File: src/design/sdx_pkg.sv
// Package with the types and constants of the slow start delay exit detector.
`timescale 1ns / 1ps

package sdx_pkg;

  localparam int RTT_W = 16;
  localparam int NUM_W = 62;
  localparam int CNT_W = 8;
  localparam int CFG_W = 16;
  localparam int CFG_IDX_W = 2;
  localparam int ETA_SHIFT = 3;

  localparam logic [CNT_W-1:0] CNT_MAX = {CNT_W{1'b1}};

  localparam logic [CNT_W-1:0] GOAL_RESET = 8'd8;
  localparam logic [RTT_W-1:0] ETA_FLOOR_RESET = 16'd4;
  localparam logic [RTT_W-1:0] ETA_CEILING_RESET = 16'd16;

  typedef enum logic [CFG_IDX_W-1:0] {
    CFG_SAMPLE_GOAL = 2'd0,
    CFG_ETA_FLOOR = 2'd1,
    CFG_ETA_CEILING = 2'd2
  } cfg_idx_t;

  typedef struct packed {
    logic [RTT_W-1:0] prev_min;
    logic             last_valid;
    logic [RTT_W-1:0] round_min;
    logic [CNT_W-1:0] samples;
  } round_stat_t;

endpackage

File: src/design/slow_start_delay_exit_detector.sv
// An accepted transaction passes the input register, then the result register.
// Throughput: one transaction per cycle unless stalled, via the input and result registers.
// With the output stalled, an input transaction is taken only into an empty input register.
// Reset: synchronous, active low; clears round state and restores the register defaults.
`timescale 1ns / 1ps

module slow_start_delay_exit_detector (
  input  logic                          clk,
  input  logic                          rst_n,
  input  logic                          in_valid,
  output logic                          in_stall,
  input  logic [sdx_pkg::RTT_W-1:0]     in_rtt_sample,
  input  logic [sdx_pkg::NUM_W-1:0]     in_acked_number,
  input  logic [sdx_pkg::NUM_W-1:0]     in_next_number,
  output logic                          out_valid,
  input  logic                          out_stall,
  output logic                          out_exit_due,
  input  logic                          cfg_we,
  input  logic [sdx_pkg::CFG_IDX_W-1:0] cfg_index,
  input  logic [sdx_pkg::CFG_W-1:0]     cfg_data
);

  logic [sdx_pkg::CNT_W-1:0] sample_goal_r;
  logic [sdx_pkg::RTT_W-1:0] eta_floor_r;
  logic [sdx_pkg::RTT_W-1:0] eta_ceiling_r;

  logic                      s1_valid_r;
  logic [sdx_pkg::RTT_W-1:0] s1_rtt_r;
  logic [sdx_pkg::NUM_W-1:0] s1_acked_r;
  logic [sdx_pkg::NUM_W-1:0] s1_next_r;

  logic                      out_valid_r;
  logic                      out_exit_due_r;

  logic                      advance;
  logic                      s1_move;
  logic                      in_take;
  logic                      exit_due_nxt;
  sdx_pkg::round_stat_t      stat;

  assign advance = !out_valid_r || !out_stall;
  assign s1_move = s1_valid_r && advance;
  assign in_stall = s1_valid_r && !advance;
  assign in_take = in_valid && !in_stall;

  always_ff @(posedge clk) begin
    if (!rst_n) begin
      sample_goal_r <= sdx_pkg::GOAL_RESET;
      eta_floor_r <= sdx_pkg::ETA_FLOOR_RESET;
      eta_ceiling_r <= sdx_pkg::ETA_CEILING_RESET;
    end else if (cfg_we) begin
      case (cfg_index)
        sdx_pkg::CFG_SAMPLE_GOAL: sample_goal_r <= cfg_data[sdx_pkg::CNT_W-1:0];
        sdx_pkg::CFG_ETA_FLOOR:   eta_floor_r <= cfg_data[sdx_pkg::RTT_W-1:0];
        sdx_pkg::CFG_ETA_CEILING: eta_ceiling_r <= cfg_data[sdx_pkg::RTT_W-1:0];
        default: begin
        end
      endcase
    end
  end

  always_ff @(posedge clk) begin
    if (!rst_n) begin
      s1_valid_r <= 1'b0;
    end else if (in_take) begin
      s1_valid_r <= 1'b1;
    end else if (s1_move) begin
      s1_valid_r <= 1'b0;
    end
  end

  always_ff @(posedge clk) begin
    if (in_take) begin
      s1_rtt_r <= in_rtt_sample;
      s1_acked_r <= in_acked_number;
      s1_next_r <= in_next_number;
    end
  end

  sdx_round u_sdx_round (
    .clk      (clk),
    .rst_n    (rst_n),
    .upd      (s1_move),
    .rtt      (s1_rtt_r),
    .acked    (s1_acked_r),
    .next_num (s1_next_r),
    .stat     (stat)
  );

  sdx_verdict u_sdx_verdict (
    .stat        (stat),
    .sample_goal (sample_goal_r),
    .eta_floor   (eta_floor_r),
    .eta_ceiling (eta_ceiling_r),
    .exit_due    (exit_due_nxt)
  );

  always_ff @(posedge clk) begin
    if (!rst_n) begin
      out_valid_r <= 1'b0;
    end else if (advance) begin
      out_valid_r <= s1_valid_r;
    end
  end

  always_ff @(posedge clk) begin
    if (s1_move) begin
      out_exit_due_r <= exit_due_nxt;
    end
  end

  assign out_valid = out_valid_r;
  assign out_exit_due = out_exit_due_r;

endmodule

File: src/design/sdx_round.sv
// Round tracking: boundary, round minimum, last round minimum and sample count.
`timescale 1ns / 1ps

module sdx_round (
  input  logic                       clk,
  input  logic                       rst_n,
  input  logic                       upd,
  input  logic [sdx_pkg::RTT_W-1:0]  rtt,
  input  logic [sdx_pkg::NUM_W-1:0]  acked,
  input  logic [sdx_pkg::NUM_W-1:0]  next_num,
  output sdx_pkg::round_stat_t       stat
);

  logic [sdx_pkg::RTT_W-1:0] prev_min_r, prev_min_nxt;
  logic                      last_valid_r, last_valid_nxt;
  logic [sdx_pkg::RTT_W-1:0] round_min_r, round_min_nxt;
  logic                      round_valid_r, round_valid_nxt;
  logic [sdx_pkg::CNT_W-1:0] samples_r, samples_nxt;
  logic [sdx_pkg::NUM_W-1:0] boundary_r, boundary_nxt;
  logic                      armed_r;

  logic                      roll;
  logic [sdx_pkg::RTT_W-1:0] min_base;
  logic                      valid_base;
  logic [sdx_pkg::CNT_W-1:0] cnt_base;

  always_comb begin
    roll = armed_r && (acked >= boundary_r);
    prev_min_nxt = prev_min_r;
    last_valid_nxt = last_valid_r;
    min_base = round_min_r;
    valid_base = round_valid_r;
    cnt_base = samples_r;
    boundary_nxt = boundary_r;
    if (!armed_r) begin
      boundary_nxt = next_num;
    end else if (roll) begin
      prev_min_nxt = round_min_r;
      last_valid_nxt = round_valid_r;
      min_base = '0;
      valid_base = 1'b0;
      cnt_base = '0;
      boundary_nxt = next_num;
    end
    if (!valid_base || (rtt < min_base)) begin
      round_min_nxt = rtt;
    end else begin
      round_min_nxt = min_base;
    end
    round_valid_nxt = 1'b1;
    if (cnt_base != sdx_pkg::CNT_MAX) begin
      samples_nxt = cnt_base + 1'b1;
    end else begin
      samples_nxt = cnt_base;
    end
  end

  always_ff @(posedge clk) begin
    if (!rst_n) begin
      prev_min_r <= '0;
      last_valid_r <= 1'b0;
      round_min_r <= '0;
      round_valid_r <= 1'b0;
      samples_r <= '0;
      boundary_r <= '0;
      armed_r <= 1'b0;
    end else if (upd) begin
      prev_min_r <= prev_min_nxt;
      last_valid_r <= last_valid_nxt;
      round_min_r <= round_min_nxt;
      round_valid_r <= round_valid_nxt;
      samples_r <= samples_nxt;
      boundary_r <= boundary_nxt;
      armed_r <= 1'b1;
    end
  end

  assign stat.prev_min = prev_min_nxt;
  assign stat.last_valid = last_valid_nxt;
  assign stat.round_min = round_min_nxt;
  assign stat.samples = samples_nxt;

endmodule

File: src/design/sdx_verdict.sv
// Delay increase verdict: clamped eta, threshold and the exit decision.
`timescale 1ns / 1ps

module sdx_verdict (
  input  sdx_pkg::round_stat_t       stat,
  input  logic [sdx_pkg::CNT_W-1:0]  sample_goal,
  input  logic [sdx_pkg::RTT_W-1:0]  eta_floor,
  input  logic [sdx_pkg::RTT_W-1:0]  eta_ceiling,
  output logic                       exit_due
);

  logic [sdx_pkg::RTT_W-1:0] eta_raw;
  logic [sdx_pkg::RTT_W-1:0] eta;
  logic [sdx_pkg::RTT_W:0]   threshold;

  always_comb begin
    eta_raw = stat.prev_min >> sdx_pkg::ETA_SHIFT;
    if (eta_raw < eta_floor) begin
      eta = eta_floor;
    end else if (eta_raw > eta_ceiling) begin
      eta = eta_ceiling;
    end else begin
      eta = eta_raw;
    end
    threshold = {1'b0, stat.prev_min} + {1'b0, eta};
    exit_due = (stat.samples >= sample_goal) && stat.last_valid &&
               ({1'b0, stat.round_min} >= threshold);
  end

endmodule

File: config.mk
export PLATFORM = sky130hd
export DESIGN_NAME = slow_start_delay_exit_detector
export DESIGN_NICKNAME = d
export VERILOG_FILES = /design/src/design/sdx_pkg.sv /design/src/design/slow_start_delay_exit_detector.sv /design/src/design/sdx_round.sv /design/src/design/sdx_verdict.sv
export SDC_FILE = /design/constraint.sdc
export NUM_CORES = 1
export LEC_CHECK = 0
export ABC_AREA = 1
export BUFFER_PORTS_ARGS = -buffer_cell sky130_fd_sc_hd__buf_2
export CAP_MARGIN = 20
export CORE_ASPECT_RATIO = 1.4
export CORE_UTILIZATION = 53
export DETAILED_ROUTE_END_ITERATION = 16
export GPL_ROUTABILITY_DRIVEN = 1
export MAX_ROUTING_LAYER = met4
export PLACE_DENSITY_LB_ADDON = 0.3
export SETUP_SLACK_MARGIN = 0.2
export SYNTH_ARGS = -nofsm -noshare
export SYNTH_HDL_FRONTEND = slang
export SYNTH_SLANG_ARGS = --single-unit
File: constraint.sdc
create_clock -name clk -period 7.27 [get_ports clk]
set_input_delay 0.3635 -clock clk [delete_from_list [all_inputs] [get_ports clk]]
set_output_delay 0.3635 -clock clk [all_outputs]
set_load 0.02 [all_outputs]
Word level (Yosys, flattened, before mapping) --
Cells that the tools add are included.
Cells by class: multipliers 0, shift operators 0, reduce and logical (&&, ||, !) cells 19, muxes and demuxes 18, $lt $le $gt $ge 6, equality and inequality tests 4, bitwise logic cells 0, $add $sub $neg 2, div/mod/pow operators 0
Operator list (count):
- $mux W62 | 2
- $mux W16 | 7
- $ge A62 B62 Y1 | 1
- $mux W8 | 3
- $add A16 B16 Y17 | 1
- $ge A16 B17 Y1 | 1
- $gt A13 B16 Y1 | 1
- $lt A13 B16 Y1 | 1
- $lt A16 B16 Y1 | 1
- $add A8 B1 Y8 const B | 1
- $ge A8 B8 Y1 | 1
- $ne A8 B8 Y1 const B | 1
- $reduce_and A2 Y1 | 4
- $logic_and A1 B1 Y1 | 6
- $mux W1 | 6
- $logic_not A1 Y1 | 5
- $eq A2 B1 Y1 const B | 1
- $eq A2 B2 Y1 const B | 1
- $logic_not A2 Y1 | 1
- $logic_or A1 B1 Y1 | 2
- $ne A2 B2 Y1 const B | 1
- $reduce_bool A2 Y1 | 1
Word-level totals: memory bits (read-only) 0, bits in latches 0, input bits 163, register bits 287, memories kept 0, bits in writable memories 0, output and inout bits 3

Depth between registers and ports, before layout --
depth after elaboration 10, depth in mapped cells 53

Cells and area by module --
A second synthesis with hierarchy kept.
Second synthesis, totals: cell total of the unflattened synthesis 1759, area, all modules 14921.8 sq um
Modules (own cells, without submodules):
- sdx_round | cells an instance 940, area each 6426.2 sq um, instances 1, sequential area each 2082.0 sq um
- slow_start_delay_exit_detector | cells an instance 409, area each 6039.5 sq um, instances 1, sequential area each 5074.9 sq um
- sdx_verdict | cells an instance 410, area each 2456.1 sq um, instances 1, sequential area each 0.0 sq um

Least setup slack after synthesis --
Ideal clock, no wire load.
path type register to register, from reg s1_acked_r[57] in the netlist's numbering, to reg out_exit_due_r (netlist: out_exit_due) (data pin), clock period less this slack 7010 ps, stages on the path, launching flop included 47, data arrival time 6872 ps, path slack 260 ps, cell sequence edfxtp_1 -> ha_1 -> nand2_1 -> nor3_2 -> inv_1 -> nor2_2 -> nand2_1 -> a21oi_2 -> nor2_2 -> nand2_4 -> nand2_4 -> buf_2 -> clkbuf_1 -> o21ai_0 -> ha_1 -> nand2_1 -> inv_1 -> a221oi_1 -> (+11 left out) -> fa_1 -> o21ai_0 -> a21oi_1 -> o21bai_1 -> a21oi_1 -> o21bai_1 -> a21oi_1 -> o21bai_1 -> a21oi_1 -> nor2_1 -> nor2_1 -> xor2_1 -> ha_1 -> nand4_1 -> or4_1 -> nor2_1 -> nor2_1 -> nor2_1
RTL lines:
- from (decl) | line slow_start_delay_exit_detector.sv:29 | logic [sdx_pkg::NUM_W-1:0] s1_acked_r;
- from (signal assigned) | line slow_start_delay_exit_detector.sv:75 | s1_acked_r <= in_acked_number;
- to (signal assigned) | line slow_start_delay_exit_detector.sv:108 | out_exit_due_r <= exit_due_nxt;
- to (decl) | line slow_start_delay_exit_detector.sv:33 | logic out_exit_due_r;

==> impl_metrics.env <==
export IMPL_post_route_min_period_ns=6.877
export IMPL_crit_path_end_kind="register"
export IMPL_synth_fp_nets=1898
export IMPL_antenna_found_initial=0
export IMPL_grt_pass1_wl_mm=56.95
export IMPL_nets=2230
export IMPL_core_area_sq_um=26280
export IMPL_vdd_drop_max_uv=197.8
export IMPL_wl_per_cell_um=16.57
export IMPL_die_area_sq_um=27520
export IMPL_postLayoutCellArea_sq_um=18430
export IMPL_fin_worst_skew_ns=0.02354
export IMPL_clkTransAtPathRegs_ns=0.07
export IMPL_io_pins=166
export IMPL_post_synth_top_area_cell="edfxtp_1"
export IMPL_drv_cap=0
export IMPL_drtIter0Drc=724
export IMPL_drv_slew=0
export IMPL_fmax_ghz=0.1454
export IMPL_synth_edff_count=141
export IMPL_grt_max_degree=124
export IMPL_dp_hpwl_mm=22.81
export IMPL_clk_latency_ns=0.56
export IMPL_placed_area_sq_um=15530
export IMPL_drc_errors=0
export IMPL_worstPathMaxFanout=9
export IMPL_path_class="reg -> reg"
export IMPL_cts_sinks=287
export IMPL_drtAntennaViolNets=0
export IMPL_htree_levels=1
export IMPL_min_delay_start="in_next_number[1]"
export IMPL_hold_viol=0
export IMPL_initial_utilization_pct=54.16
export IMPL_drtPass1Iterations=5
export IMPL_num_antenna_cells=0
export IMPL_grtUsageTotal_pct=26.89
export IMPL_drive_gt1_share_pct=18.05
export IMPL_cts_root_buffer="clkbuf_16"
export IMPL_power_uw=3999
export IMPL_dieWidth_um=140.5
export IMPL_outcome="completed"
export IMPL_yosys_warnings=0
export IMPL_ys_top_cells_by_area="edfxtp_1 (30%), dfxtp_1 (21%), ha_1 (13%)"
export IMPL_synth_flop_cell="dfxtp_1"
export IMPL_cts_buffers=29
export IMPL_syn_area_per_cell_sq_um=8.944
export IMPL_synth_seq_cells=287
export IMPL_finalSetupViolCount=0
export IMPL_seq_area_frac_synth_pct=50.29
export IMPL_slowest_stage="or4_1"
export IMPL_die_h_um=195.9
export IMPL_grt_pass1_vias=12159
export IMPL_overflow=0
export IMPL_place_gp_congestion=0.9009
export IMPL_synthesis_area_sq_um=14230
export IMPL_power_leakage_uw=0.008002
export IMPL_tritoncts="built"
export IMPL_worstPathRequired_ns=7.68
export IMPL_async_flop_share_pct=0
export IMPL_wl_mm=37.60
export IMPL_crit_start="s1_acked_r[44]$_DFFE_PP_"
export IMPL_crit_reg2reg_launch="s1_acked_r[44]$_DFFE_PP_"
export IMPL_synthDistinctLibCells=44
export IMPL_crit_arrival_ns=7.29
export IMPL_hold_path_class="in -> reg"
export IMPL_area_growth_pct=29.49
export IMPL_io_buffers=165
export IMPL_worst_slew_pin_slew_ns=0.9404
export IMPL_netlist_instances=1591
export IMPL_rsz0062_at_grt="yes"
export IMPL_route_vias_total=12132
export IMPL_row_count=70
export IMPL_synth_top_area_share_pct=29.75
export IMPL_min_period_over_period_pct=94.59
export IMPL_powerDensity_nw_per_um2=217.0
export IMPL_startpoint_type="register"
export IMPL_max_slew_margin_rel_pct=37.13
export IMPL_vias_per_cell=5.347
export IMPL_critPathMaxStageDelay_ns=0.50
export IMPL_cts_path_max_buffers=3
sequential cells by signal, summed over array words and instances, names as in the netlist:
signal                     count
u_sdx_round.prev_min_r        16
u_sdx_round.round_valid_r      1
s1_rtt_r                      16
eta_floor_r                   16
sample_goal_r                  8
out_valid                      1
u_sdx_round.last_valid_r       1
u_sdx_round.round_min_r       16
u_sdx_round.samples_r          8
u_sdx_round.boundary_r        62
s1_valid_r                     1
s1_next_r                     62
eta_ceiling_r                 16
s1_acked_r                    62
out_exit_due                   1
power breakdown:
group          leakage, uW  switching, uW  internal, uW
registers          0.00258           43.6          1800
logic              0.00500            396           301
clock network     0.000429            648           809
total              0.00800           1090          2910
worst max-delay path, delay by kind of cell, from the launching register on:
family	cells	cell delay (ns)
compound gates	12	1.97
xor+xnor	1	0.15
fa+ha+maj	5	1.36
buf+inv	4	0.50
flops	1	0.42
simple gates	19	2.29
final cells by class:
class	count	area (sq um)
Clock buffer	36	752.0
Clock inverter	17	155.1
Fill cell	1916	7849
Inverter	215	812.0
Multi-Input combinational cell	1032	6442
Sequential cell	287	7157
Tap cell	324	405.4
Timing Repair Buffer	358	2703
layer usage:
layer | vias to the layer above | part of all wire, % | global-route usage (%)
met5 | - | 0 | -
met4 | 0 | 4.8 | 13.41
met3 | 112 | 4.5 | 3.197
met2 | 363 | 55 | 51.17
met1 | 5656 | 36 | 26.80
li1 | 6001 | - | -
final timing paths:
path                                                                to  slack (ns)  cells after the start
worst max register to register                  out_exit_due$_DFFE_PP_        0.39                     41
worst max-delay path                            out_exit_due$_DFFE_PP_        0.39                     41
worst min register to register  u_sdx_round.boundary_r[8]$_SDFFE_PN0P_        0.46                      2
worst min-delay path                            s1_next_r[1]$_DFFE_PP_        0.02                      1
cell usage in the layout, fill, tap and decap left out, types with 10 or more instances in the layout:
cell type and count:
clkbuf_16 31, buf_2 165, nor2_1 60, dlygate4sd3_1 136, nand4_1 14, o21ai_0 136
ha_4 16, nand3_1 60, nand2_1 302, nand2_2 16, edfxtp_1 141, ha_1 125
dfxtp_1 146, inv_1 202, o21ai_1 10, buf_4 49, a21oi_1 192, xor2_1 12
per-stage QoR:
step | setup TNS [ns] | instances | worst slack, ns | util (%) | hold WS (ns)
finish | 0 | 2269 | 0.3930 | 70.13 | 0.02424
global route | -0.1396 | 2269 | -0.1396 | 70.13 | 0.004782
CTS | 0 | 2249 | 0.2908 | 67.73 | 0.001949
detailed placement | 0 | 2060 | 0.3153 | 59.10 | 0.4512
global placement | 0 | 2060 | 0.4881 | 59.10 | 0.4372
floorplan | 0 | 1591 | 0.2599 | - | 0.4268
kinds of logic after synthesis:
| logic type | count (synthesis) | synth area share, % |
|---|---|---|
| and+or+nand+nor | 492 | 14.51 |
| AOI/OAI and AO/OA | 375 | 13.88 |
| DFF | 287 | 50.29 |
| buffers and inverters | 274 | 7.430 |
| adders and majority gates | 144 | 12.71 |
| xor gates and xnor gates | 19 | 1.169 |
Yosys cell counts, types with 2 or more instances:
master and n:
nand2_1 317, inv_1 209, a21oi_1 194, dfxtp_1 146, o21ai_0 145, ha_1 143, edfxtp_1 141, nor2_1 69
nand3_1 61, clkbuf_1 48, nand4_1 14, xor2_1 12, nor3_1 9, xnor2_1 7, o21bai_1 6, buf_2 5
nand2_4 5, o21a_1 5, a211oi_1 4, inv_2 4, nand2_2 4, o211ai_1 4, a21boi_0 3, a21o_1 3
and2_1 3, nor2_2 3, o21ai_1 3, a221oi_1 2, buf_1 2, buf_4 2, buf_6 2, clkinv_1 2
nand3b_1 2, o221ai_1 2
timing repair:
| item | 4_1_cts | 5_1_grt |
|---|---|---|
| setup buffers | 0 | 15 |
| hold buffers | 136 | 0 |
| hold endpoints to repair | 136 | 0 |
| setup endpoints to repair | 0 | 1 |
| resized for setup | 0 | 88 |
Note: power is estimated with default switching activity, not from simulation.
